File: config.mk
export PLATFORM = sky130hd
export DESIGN_NAME = hde_scale
export DESIGN_NICKNAME = d
export VERILOG_FILES = /design/src/hde_pkg.sv /design/src/hde_scale.sv
export SDC_FILE = /design/constraint.sdc
export NUM_CORES = 2
export LEC_CHECK = 0
export BUFFER_PORTS_ARGS = -buffer_cell sky130_fd_sc_hd__buf_2
export CAP_MARGIN = 20
export CORE_UTILIZATION = 39
export DETAILED_ROUTE_END_ITERATION = 10
export PLACE_DENSITY_LB_ADDON = 0.12
export SYNTH_ARGS = -nofsm -noshare
export SYNTH_HDL_FRONTEND = slang
export SYNTH_SLANG_ARGS = --single-unit
File: constraint.sdc
create_clock -name clk -period 2.45 [get_ports clk]
set_input_delay 0.3675 -clock clk [delete_from_list [all_inputs] [get_ports clk]]
set_output_delay 0.3675 -clock clk [all_outputs]
set_load 0.005 [all_outputs]
File: src/hde_pkg.sv
// Shared types, constants and table builders for the Huber density evaluator.
`timescale 1ns / 1ps
`default_nettype none
package hde_pkg;

	// Q8.16 distance and exponent limit
	localparam logic [23:0] Z_MAX = 24'hFFFFFF;
	// exp(-1) in Q0.32
	localparam logic [63:0] EXP_NEG1_Q32 = 64'd1580030169;
	// table entries are Q0.30, with 1.0 itself representable
	localparam int unsigned QW = 31;

	typedef logic [QW-1:0] q30_t;

	// configuration register indexes
	typedef enum logic [1:0] {
		REG_CENTER         = 2'd0,
		REG_INV_SCALE      = 2'd1,
		REG_TAIL_THRESHOLD = 2'd2,
		REG_NORM_COEFF     = 2'd3
	} cfg_reg_t;

	// per-word flags that travel down the pipeline
	typedef struct packed {
		logic valid;
		logic tail;
		logic zero;
	} flags_t;

	// divide by a small series index (elaboration only)
	function automatic logic [63:0] div_small(input logic [63:0] x, input logic [4:0] n);
		logic [63:0] r;
		case (n)
			5'd1:    r = x;
			5'd2:    r = x / 64'd2;
			5'd3:    r = x / 64'd3;
			5'd4:    r = x / 64'd4;
			5'd5:    r = x / 64'd5;
			5'd6:    r = x / 64'd6;
			5'd7:    r = x / 64'd7;
			5'd8:    r = x / 64'd8;
			5'd9:    r = x / 64'd9;
			5'd10:   r = x / 64'd10;
			5'd11:   r = x / 64'd11;
			5'd12:   r = x / 64'd12;
			5'd13:   r = x / 64'd13;
			5'd14:   r = x / 64'd14;
			5'd15:   r = x / 64'd15;
			5'd16:   r = x / 64'd16;
			default: r = x;
		endcase
		return r;
	endfunction

	// exp(-idx) in Q0.30, by repeated rounded multiplication by exp(-1)
	function automatic q30_t rom_int_entry(input int unsigned idx);
		logic [63:0] p;
		p = 64'd1 << 32;
		for (int unsigned k = 0; k < idx; k++) begin
			p = (p * EXP_NEG1_Q32 + (64'd1 << 31)) >> 32;
		end
		return QW'((p + 64'd2) >> 2);
	endfunction

	// exp(-idx / 2^bits) in Q0.30, by a 16-term Taylor series in Q0.32
	function automatic q30_t rom_frac_entry(input int unsigned idx, input int unsigned bits);
		logic [63:0] t;
		logic [63:0] term;
		logic [63:0] sum;
		t    = 64'(idx) << (32 - bits);
		term = 64'd1 << 32;
		sum  = 64'd1 << 32;
		for (int unsigned n = 1; n <= 16; n++) begin
			term = div_small((term * t) >> 32, 5'(n));
			if (n[0]) begin
				sum = sum - term;
			end else begin
				sum = sum + term;
			end
		end
		return QW'((sum + 64'd2) >> 2);
	endfunction

endpackage
`default_nettype wire

File: src/hde_scale.sv
// Stage 8 and output register: normalization, rounding and stall control.
`timescale 1ns / 1ps
`default_nettype none
module hde_scale (
	input  wire logic            clk,
	input  wire logic            arst_n,
	input  wire hde_pkg::flags_t in_flags,
	input  wire hde_pkg::q30_t   g,
	input  wire logic [31:0]     norm_coeff,
	input  wire logic            out_ready,
	output logic                 adv,
	output logic                 out_valid,
	output logic [31:0]          density,
	output logic                 in_tail
);

	logic              valid_s8, tail_s8;
	logic [62:0]       dp_s8;
	logic              out_valid_q;
	logic [31:0]       density_q;
	logic              tail_q;

	logic [63:0]       d_round;
	logic [33:0]       d_wide;
	logic [31:0]       d_sat;

	// whole pipeline moves when the output word is free or being taken
	assign adv = !out_valid_q || out_ready;

	// round Q16.16 result and saturate
	always_comb begin
		d_round = 64'(dp_s8) + (64'd1 << 29);
		d_wide  = d_round[63:30];
		d_sat   = (|d_wide[33:32]) ? 32'hFFFF_FFFF : d_wide[31:0];
	end

	always_ff @(posedge clk or negedge arst_n) begin
		if (!arst_n) begin
			valid_s8    <= 1'b0;
			out_valid_q <= 1'b0;
		end else if (adv) begin
			valid_s8    <= in_flags.valid;
			out_valid_q <= valid_s8;
		end
	end

	always_ff @(posedge clk) begin
		if (adv) begin
			dp_s8     <= 63'(g) * 63'(norm_coeff);
			tail_s8   <= in_flags.tail;
			density_q <= d_sat;
			tail_q    <= tail_s8;
		end
	end

	assign out_valid = out_valid_q;
	assign density   = density_q;
	assign in_tail   = tail_q;

endmodule
`default_nettype wire

==> impl_results.md <==
- Status: complete, but fails checks
- Failing checks: setup timing
- Syn_nets: 4810
- Worst setup margin: -4.64 ns
- Synth cell types: 68
- Layout Skew: 0.0128 ns
- I/O Pins: 104
- DRT Wirelength: 95800 um
- Post-synth top area share: 50.7%
- ANT nets after route: 0
- Fillers: 8471
- Syn-to-layout area delta: 19.8%
- Max incr delay on CP: 0.56 ns
- Post-synth EDFFs: 68
- Top area cells in the synthesized netlist: fa_1 (51%), and2_1 (9.8%), ha_1 (9.3%), inv_1 (9.1%), edfxtp_1 (6.0%)
- Most frequent cells after synthesis: fa_1 (865), inv_1 (825), and2_1 (537)
- Number of buffers added on ports: 102
- Hpwl dp: 83800 um
- Period utilization: 289%
- Post-layout min period: 7.09 ns
- Worst hold slack: 0.200 ns
- Initial drt markers: 1018
- Worst path depth: 31
- Initial Util: 39.4%
- Kind of cell adding the most delay to the critical path: adder cells
- Core Util, Final: 47.2%
- Hold Crit Class: primary input to flop
- Sink Count: 70
- Die ar.: 0.0888 sq mm
- Final setup violation count: 34
- Worst skew pair latency: 0.34 ns
- Yosys top cell by area: fa_1
- Seq cells post-synth: 70
- Avg Synthesized Cell Area: 9.44 sq um
- Global placer's final weighted congestion: 0.831
- Top-count cell post-synth: fa_1
- Place WS: -5.31 ns
- Avg WL per Cell: 18.6 um
- Least-Margin Pin Slew: 0.509 ns
- CTS tree: done
- Via density: 4.79
- Number of global-route vias before repair: 27600
- Syn Std Cell Area: 0.0342 sq mm
- Largest net degree at the start of global routing: 34
- H-tree levels: 3
- Gr usage total: 22.4%
- Ys async rst share: 2.86%
- Seq/Total Area, Yosys: 6.12%
- FP Rows: 108
- Yosys warns: 0
- Die height: 298 um
- Global-route wire length before repair: 154000 um
- Die Wd: 298 um
- Worst-path clk slew: 0.07 ns
- Crit path max-delay cell type: fa_1
- Seq. cell area: 0.00209 sq mm
- Ys flop type: edfxtp_1
- Vias post-DR: 24600
- Grt ovf: 0
- Max Slew Vio Count: 0
- R2R depth: 11
- Worst Path Buf+Inv: 11
- Setup CP Type: primary input to flop
- CP Data Arrival Time: 7.17 ns
- Initial antenna violation count: 4
- Slew margin rel.: 66.1%
- Root Buffer: clkbuf_16
- Total core area: 0.0868 sq mm
- Cell repeated most along the worst path: fa_1
- DRC: 0
- Cells after Synth: 3622
- Share of cells above drive strength 1: 19.6%
- CTS Buffer Depth: 2
- RSZ-0062 raised after global routing: yes
- CP required: 2.54 ns
- Worst Path Max Fanout: 7
- Maxcap violations: 0
- First-pass iteration count of the detailed router: 5
- N_diodes: 0
- Area of the multi-input gates: 0.0291 sq mm
- Layout Nets: 5167
- Final hold vios: 0
- Cts bufs inserted: 9
- Startpoint types: primary input
- Worst hold path depth: 1
- CP endpoint kind: flop
- Max Fclk: 0.141 GHz
==> flip-flops by register name, summed over array words and instances, names as in the netlist <==
name,count
in_tail,1
out_valid,1
valid_s8,1
dp_s8,34
density,32
tail_s8,1
==> logic make-up (layout without fill, tap and decap cells) <==
kind of cell | count (synthesis) | count (layout) | synth area share [%]
buffers and inverters | 1025 | 1387 | 11.3
AND/OR/NAND/NOR | 1171 | 1171 | 17.5
adder cells (fa/ha/maj) | 1119 | 1119 | 59.9
AO/OA/AOI/OAI | 170 | 170 | 3.40
XOR/XNOR | 64 | 64 | 1.64
multiplexers | 3 | 3 | 0.0915
flip-flops | 70 | 70 | 6.12
==> cells in the final DEF (no fill, tap or decap), types with 43 or more instances in the layout <==
cell type	netlist	layout
fa_1	865	822
inv_1	825	801
nand2_1	527	520
and2_1	537	504
buf_4	2	374
ha_1	254	236
edfxtp_1	68	68
buf_6	1	60
buf_2	4	55
fa_2	0	43
==> per-layer routing <==
| layer | routed length [um] | track usage, % | share of wire [%] | vias to the layer above |
|---|---|---|---|---|
| met1 | 38900 | 27.9 | 41 | 12900 |
| met3 | 2290 | 1.36 | 2.4 | 88 |
| met2 | 52700 | 42.6 | 55 | 348 |
| li1 | - | - | - | 11200 |
| met4 | 1950 | 3.87 | 2.0 | 0 |
| met5 | 0 | 0 | 0 | - |
==> through the flow <==
stage,std cells,setup TNS (ns),cell area [sq um]
final,5139,-148.73,41000
after global routing,5139,-155.37,41000
after CTS,5128,-148.64,40400
after detailed placement,5072,-170.24,38800
after global placement,5072,-168.88,38800
after floorplan,3622,-140.98,34500
==> what timing repair did <==
| item | in CTS | in global routing |
|---|---|---|
| buffers inserted | 36 | 9 |
| gates cloned | 4 | 3 |
| hold buffers | 1 | 0 |
| setup endpoints to repair | 34 | 57 |
| resized for setup | 222 | 134 |
| hold endpoints to repair | 2 | 0 |
| pin swaps | 109 | 98 |
==> area by class of cell <==
type,instances,share of cell area [%]
clock buffer,9,0.550
clock inverter,7,0.254
multi-input combinational,2527,71.1
inverter,825,7.56
timing repair buffer,546,11.9
sequential,70,5.11
tap,1155,3.53
==> path summary, 6_finish.rpt <==
check | start | to | slack (ns)
hold / removal | in_flags[1] | tail_s8 | 0.20
min in group asynchronous | arst_n | out_valid | 0.34
max in group asynchronous | arst_n | valid_s8 | 2.01
setup / recovery | g[12] | dp_s8[62] | -4.64
hold reg to reg | tail_s8 | in_tail | 0.42
setup reg to reg | dp_s8[30] | density[4] | 0.16
Power is left out: the tool's default activity adds up to more than one toggle a clock period on the data nets, which glitch-free logic cannot reach.
