[src/hde_pkg.sv]
// Shared types, constants and table builders for the Huber density evaluator.
`timescale 1ns / 1ps
`default_nettype none
package hde_pkg;

	// Q8.16 distance and exponent limit
	localparam logic [23:0] Z_MAX = 24'hFFFFFF;
	// exp(-1) in Q0.32
	localparam logic [63:0] EXP_NEG1_Q32 = 64'd1580030169;
	// table entries are Q0.30, with 1.0 itself representable
	localparam int unsigned QW = 31;

	typedef logic [QW-1:0] q30_t;

	// configuration register indexes
	typedef enum logic [1:0] {
		REG_CENTER         = 2'd0,
		REG_INV_SCALE      = 2'd1,
		REG_TAIL_THRESHOLD = 2'd2,
		REG_NORM_COEFF     = 2'd3
	} cfg_reg_t;

	// per-word flags that travel down the pipeline
	typedef struct packed {
		logic valid;
		logic tail;
		logic zero;
	} flags_t;

	// divide by a small series index (elaboration only)
	function automatic logic [63:0] div_small(input logic [63:0] x, input logic [4:0] n);
		logic [63:0] r;
		case (n)
			5'd1:    r = x;
			5'd2:    r = x / 64'd2;
			5'd3:    r = x / 64'd3;
			5'd4:    r = x / 64'd4;
			5'd5:    r = x / 64'd5;
			5'd6:    r = x / 64'd6;
			5'd7:    r = x / 64'd7;
			5'd8:    r = x / 64'd8;
			5'd9:    r = x / 64'd9;
			5'd10:   r = x / 64'd10;
			5'd11:   r = x / 64'd11;
			5'd12:   r = x / 64'd12;
			5'd13:   r = x / 64'd13;
			5'd14:   r = x / 64'd14;
			5'd15:   r = x / 64'd15;
			5'd16:   r = x / 64'd16;
			default: r = x;
		endcase
		return r;
	endfunction

	// exp(-idx) in Q0.30, by repeated rounded multiplication by exp(-1)
	function automatic q30_t rom_int_entry(input int unsigned idx);
		logic [63:0] p;
		p = 64'd1 << 32;
		for (int unsigned k = 0; k < idx; k++) begin
			p = (p * EXP_NEG1_Q32 + (64'd1 << 31)) >> 32;
		end
		return QW'((p + 64'd2) >> 2);
	endfunction

	// exp(-idx / 2^bits) in Q0.30, by a 16-term Taylor series in Q0.32
	function automatic q30_t rom_frac_entry(input int unsigned idx, input int unsigned bits);
		logic [63:0] t;
		logic [63:0] term;
		logic [63:0] sum;
		t    = 64'(idx) << (32 - bits);
		term = 64'd1 << 32;
		sum  = 64'd1 << 32;
		for (int unsigned n = 1; n <= 16; n++) begin
			term = div_small((term * t) >> 32, 5'(n));
			if (n[0]) begin
				sum = sum - term;
			end else begin
				sum = sum + term;
			end
		end
		return QW'((sum + 64'd2) >> 2);
	endfunction

endpackage
`default_nettype wire

[src/hde_dist.sv]
// Stages 1-3: distance from center, scaling, and core/tail operand select.
`timescale 1ns / 1ps
`default_nettype none
module hde_dist (
	input  wire logic                clk,
	input  wire logic                arst_n,
	input  wire logic                adv,
	input  wire logic                in_valid,
	input  wire logic signed [31:0]  sample_value,
	input  wire logic signed [31:0]  center,
	input  wire logic        [31:0]  inv_scale,
	input  wire logic        [23:0]  tail_threshold,
	output hde_pkg::flags_t          flags,
	output logic             [23:0]  op_a,
	output logic             [24:0]  op_b
);

	logic              valid_s1, valid_s2;
	logic [31:0]       mag_s1;
	logic [63:0]       prod_s2;
	logic [23:0]       op_a_s3;
	logic [24:0]       op_b_s3;
	hde_pkg::flags_t   flags_s3;

	logic signed [32:0] diff;
	logic        [31:0] mag_full;
	logic        [63:0] z_round;
	logic        [47:0] z_wide;
	logic        [23:0] z;
	logic               ovf;
	logic               tail;

	// stage 1: |x - center|, fits 32 bits
	always_comb begin
		diff     = {sample_value[31], sample_value} - {center[31], center};
		mag_full = diff[32] ? 32'(-diff) : 32'(diff);
	end

	// stage 3: rounded Q8.16 distance and multiplier operands
	// core: z*z; tail: v*(2z - v) == 2vz - v*v
	always_comb begin
		z_round = prod_s2 + 64'h8000;
		z_wide  = z_round[63:16];
		ovf     = |z_wide[47:24];
		z       = z_wide[23:0];
		tail    = ovf || (z > tail_threshold);
	end

	always_ff @(posedge clk or negedge arst_n) begin
		if (!arst_n) begin
			valid_s1 <= 1'b0;
			valid_s2 <= 1'b0;
			flags_s3 <= '0;
		end else if (adv) begin
			valid_s1 <= in_valid;
			valid_s2 <= valid_s1;
			flags_s3 <= '{valid: valid_s2, tail: tail, zero: ovf};
		end
	end

	// payload stages
	always_ff @(posedge clk) begin
		if (adv) begin
			mag_s1  <= mag_full;
			prod_s2 <= 64'(mag_s1) * 64'(inv_scale);
			if (tail) begin
				op_a_s3 <= tail_threshold;
				op_b_s3 <= {z, 1'b0} - {1'b0, tail_threshold};
			end else begin
				op_a_s3 <= z;
				op_b_s3 <= {1'b0, z};
			end
		end
	end

	assign flags = flags_s3;
	assign op_a  = op_a_s3;
	assign op_b  = op_b_s3;

endmodule
`default_nettype wire

[config.mk]
export PLATFORM = sky130hd
export DESIGN_NAME = hde_dist
export DESIGN_NICKNAME = d
export VERILOG_FILES = /design/src/hde_pkg.sv /design/src/hde_dist.sv
export SDC_FILE = /design/constraint.sdc
export NUM_CORES = 2
export LEC_CHECK = 0
export ABC_AREA = 1
export BUFFER_PORTS_ARGS = -buffer_cell sky130_fd_sc_hd__buf_2
export CORE_MARGIN = 2
export CORE_UTILIZATION = 40
export CTS_BUF_LIST = sky130_fd_sc_hd__clkbuf_2 sky130_fd_sc_hd__clkbuf_4 sky130_fd_sc_hd__clkbuf_8
export DETAILED_ROUTE_END_ITERATION = 7
export PLACE_DENSITY = 0.67
export SYNTH_ARGS = -nofsm -noshare
export SYNTH_HDL_FRONTEND = slang
export SYNTH_SLANG_ARGS = --single-unit
[constraint.sdc]
create_clock -name clk -period 6.6 [get_ports clk]
set_input_delay 0.66 -clock clk [delete_from_list [all_inputs] [get_ports clk]]
set_output_delay 0.66 -clock clk [all_outputs]
set_load 0.02 [all_outputs]
==> results.py <==
metrics = {
    "run_status": {
        "outcome": "finished, violations left",
        "violations": "negative setup slack",
    },
    "die": {
        "initial_core_util_pct": 40.5,
        "placement_rows": 123,
        "fp.dieH_um": 342,
        "die_area_mm2": 0.117,
        "die_x_um": 342,
        "core_area_mm2": 0.113,
        "ioPinCount": 176,
    },
    "logic_synthesis": {
        "async_flop_share_pct": 3.73,
        "synth_edf_count": 129,
        "syn_inst": 6077,
        "syn_nets": 7439,
        "synth_seq_area_share_pct": 8.76,
        "synth_seq_cells": 134,
        "avgSynthCellArea_um2": 7.52,
        "yosys_most_used_dff": "edfxtp_1",
        "synth_warnings": 0,
        "synth_cell_type_count": 46,
        "syn_area_mm2": 0.0457,
    },
    "setup_path": {
        "cp_common_cell": "fa_1",
        "start_kind": "flop",
        "r2r_cells": 26,
        "cpLargestDelayFamily": "adder cells",
        "worstReg2RegEnd": "prod_s2[34]",
        "rrSetupSlack_ns": -0.32,
        "path_class": "flop to flop",
        "end_kind": "flop",
        "crit_slowest_cell": "fa_1",
        "cp_slowest_stage_delay_ns": 0.63,
        "reg2reg_from": "mag_s1[16]",
        "crit_fanout": 6,
        "arrival_ns": 7.22,
        "timing.critical_path.buf_inv": 7,
        "cp.required_ns": 6.90,
    },
    "grt": {
        "grt.overflow.total": 0,
        "grt_use_total_pct": 23.6,
        "grt_max_degree": 73,
        "grt_pass1_wl_mm": 217,
        "first_global_vias": 41723,
        "antenna_found_initial": 14,
    },
    "final_layout": {
        "finalNetCount": 7943,
        "instances_no_fill": 8096,
        "area_delta_synth_final_pct": 18.5,
        "nFillCells": 10883,
        "layout_common_cells": "inv_1 (1767), nand2_1 (1662), fa_1 (871), buf_4 (437), ha_1 (317)",
        "final_common_cell": "inv_1",
        "post_route_cells_drive_above_1_share_pct": 15.3,
        "final_util_pct": 48.0,
    },
    "timing": {
        "period_needed_ns": 6.92,
        "hold_viol_final": 0,
        "relSlewSlack_pct": 26.1,
        "tightest_slew_ns": 1.10,
        "setup_viol": 42,
        "clock_skew_ns": 0.0212,
        "rsz0062_at_grt": "true",
        "finalWorstSetupSlack_ns": -0.319,
        "maxSlewViolCount": 0,
        "setup_tns_ns": -8.92,
        "fin_crit_sh_pct": 105,
        "fmax_mhz": 145,
    },
    "detailed_routing": {
        "via_per_inst": 4.83,
        "first_iter_violations": 2384,
        "avgRoutedWirePerCell_um": 16.5,
        "first_pass_iters": 8,
        "routed_wl_mm": 133,
        "drc_errors": 0,
        "vias": 39142,
        "drtAntennaViolNets": 0,
    },
    "placement": {
        "dp.cells": 8023,
        "portBuffers": 175,
        "hpwl_mm": 116,
        "gp_congestion": 0.949,
    },
    "cts": {
        "cts_buffers": 17,
        "cts_num_sinks": 134,
        "clkTransAtPathRegs_ns": 0.09,
        "cts_buffer_depth": 2,
        "cts_tree": "yes",
        "clock_latency_ns": 0.56,
        "cts-root-buf": "clkbuf_8",
        "htree_num_levels": 4,
    },
    "flow_run": {
        "max_cap_viol_count": 0,
    },
    "worst_hold_path": {
        "min_to": "valid_s1",
        "hold_path_class": "input pin to flop",
        "hold_start": "in_valid",
        "holdPathStages": 3,
    },
}
[metrics by stage]
stage / cell area [um2] / worst slack (ns) / hold WS, ns
5_1_grt: 54100 / -0.535 / 0.295
3_5_place_dp: 52000 / -1.03 / 0.457
3_3_place_gp: 52000 / -0.962 / 0.450
4_1_cts: 53300 / -0.265 / 0.256
6_report: 54100 / -0.319 / 0.306
2_1_floorplan: 45800 / 0.000723 / 0.364
[worst max-delay path by stage]
stage	from	endpoint	slack [ns]	cells past startpoint
floorplan	inv_scale[11]	prod_s2[61]	0.0007	25
global placement	inv_scale[6]	prod_s2[53]	-0.96	26
detailed placement	inv_scale[9]	prod_s2[49]	-1.03	23
CTS	mag_s1[16]	prod_s2[54]	-0.27	26
global route	mag_s1[7]	prod_s2[62]	-0.53	29
finish	mag_s1[16]	prod_s2[34]	-0.32	26
[synthesized netlist by cell type, types with 6 or more instances]
| master | n | area share (%) |
|---|---|---|
| o21a_1 | 11 | 0.18 |
| buf_2 | 7 | 0.077 |
| a211oi_1 | 6 | 0.099 |
| o211ai_1 | 6 | 0.099 |
| nand3b_1 | 8 | 0.13 |
| clkbuf_1 | 194 | 1.6 |
| a21oi_1 | 161 | 1.8 |
| nand4_1 | 53 | 0.73 |
| nand2_1 | 1699 | 14 |
| o21ai_0 | 66 | 0.72 |
| inv_1 | 1801 | 15 |
| fa_1 | 897 | 39 |
| nor2_1 | 299 | 2.5 |
| o21bai_1 | 6 | 0.099 |
| ha_1 | 341 | 9.3 |
| xnor2_1 | 53 | 1.0 |
| nand3_1 | 118 | 1.3 |
| a31oi_1 | 25 | 0.34 |
| nor3_1 | 40 | 0.44 |
| xor2_1 | 93 | 1.8 |
| and3_1 | 8 | 0.11 |
| edfxtp_1 | 129 | 8.5 |
[what timing repair did]
action	CTS	global route
endpoints found under the hold margin	5	0
endpoints found under the setup margin	44	48
gates resized for setup	204	159
gates cloned	1	0
pin swaps	44	57
setup buffers	24	13
hold buffers	1	0
[registers in the layout, indices dropped and copies added (netlist names)]
signal / count
prod_s2: 49
mag_s1: 32
op_a: 24
op_b: 24
flags: 3
valid_s1: 1
valid_s2: 1
[kinds of logic after synthesis]
logic type                 after synthesis  share of synthesized area [%]
buffers and inverters                 2009                           16.6
adders and majority gates             1238                           48.7
AOI/OAI and AO/OA                      305                           3.71
xor gates and xnor gates               147                           2.84
and+or+nand+nor                       2244                           19.4
DFF                                    134                           8.76
[layout make-up]
class,instances,area (um2),share of cell area (%)
diodes,3,7.51,0.0139
clock buffers,17,234,0.432
clock inverters,14,101,0.187
inverters,1802,6770,12.5
multi-input cells,3934,35500,65.6
flip-flops and latches,134,4000,7.39
well taps,1500,1880,3.47
repair buffers,692,5600,10.3
[tightest hold or removal path, delay by kind of cell]
family,cells,cell delay [ns]
and+or+nand+nor,2,0.10
buffers and inverters,1,0.07
[routing by layer]
metal / vias to the layer above / global-route usage, % / wire length, um
met2: 1298 / 40.9 / 64700
li1: 18448 / - / -
met5: - / 0 / 126
met4: 22 / 8.93 / 5330
met1: 19048 / 29.5 / 54000
met3: 326 / 3.69 / 9210
Power is not shown: default switching activity piles up to over one toggle a cycle in this logic, so the estimate is an artifact.
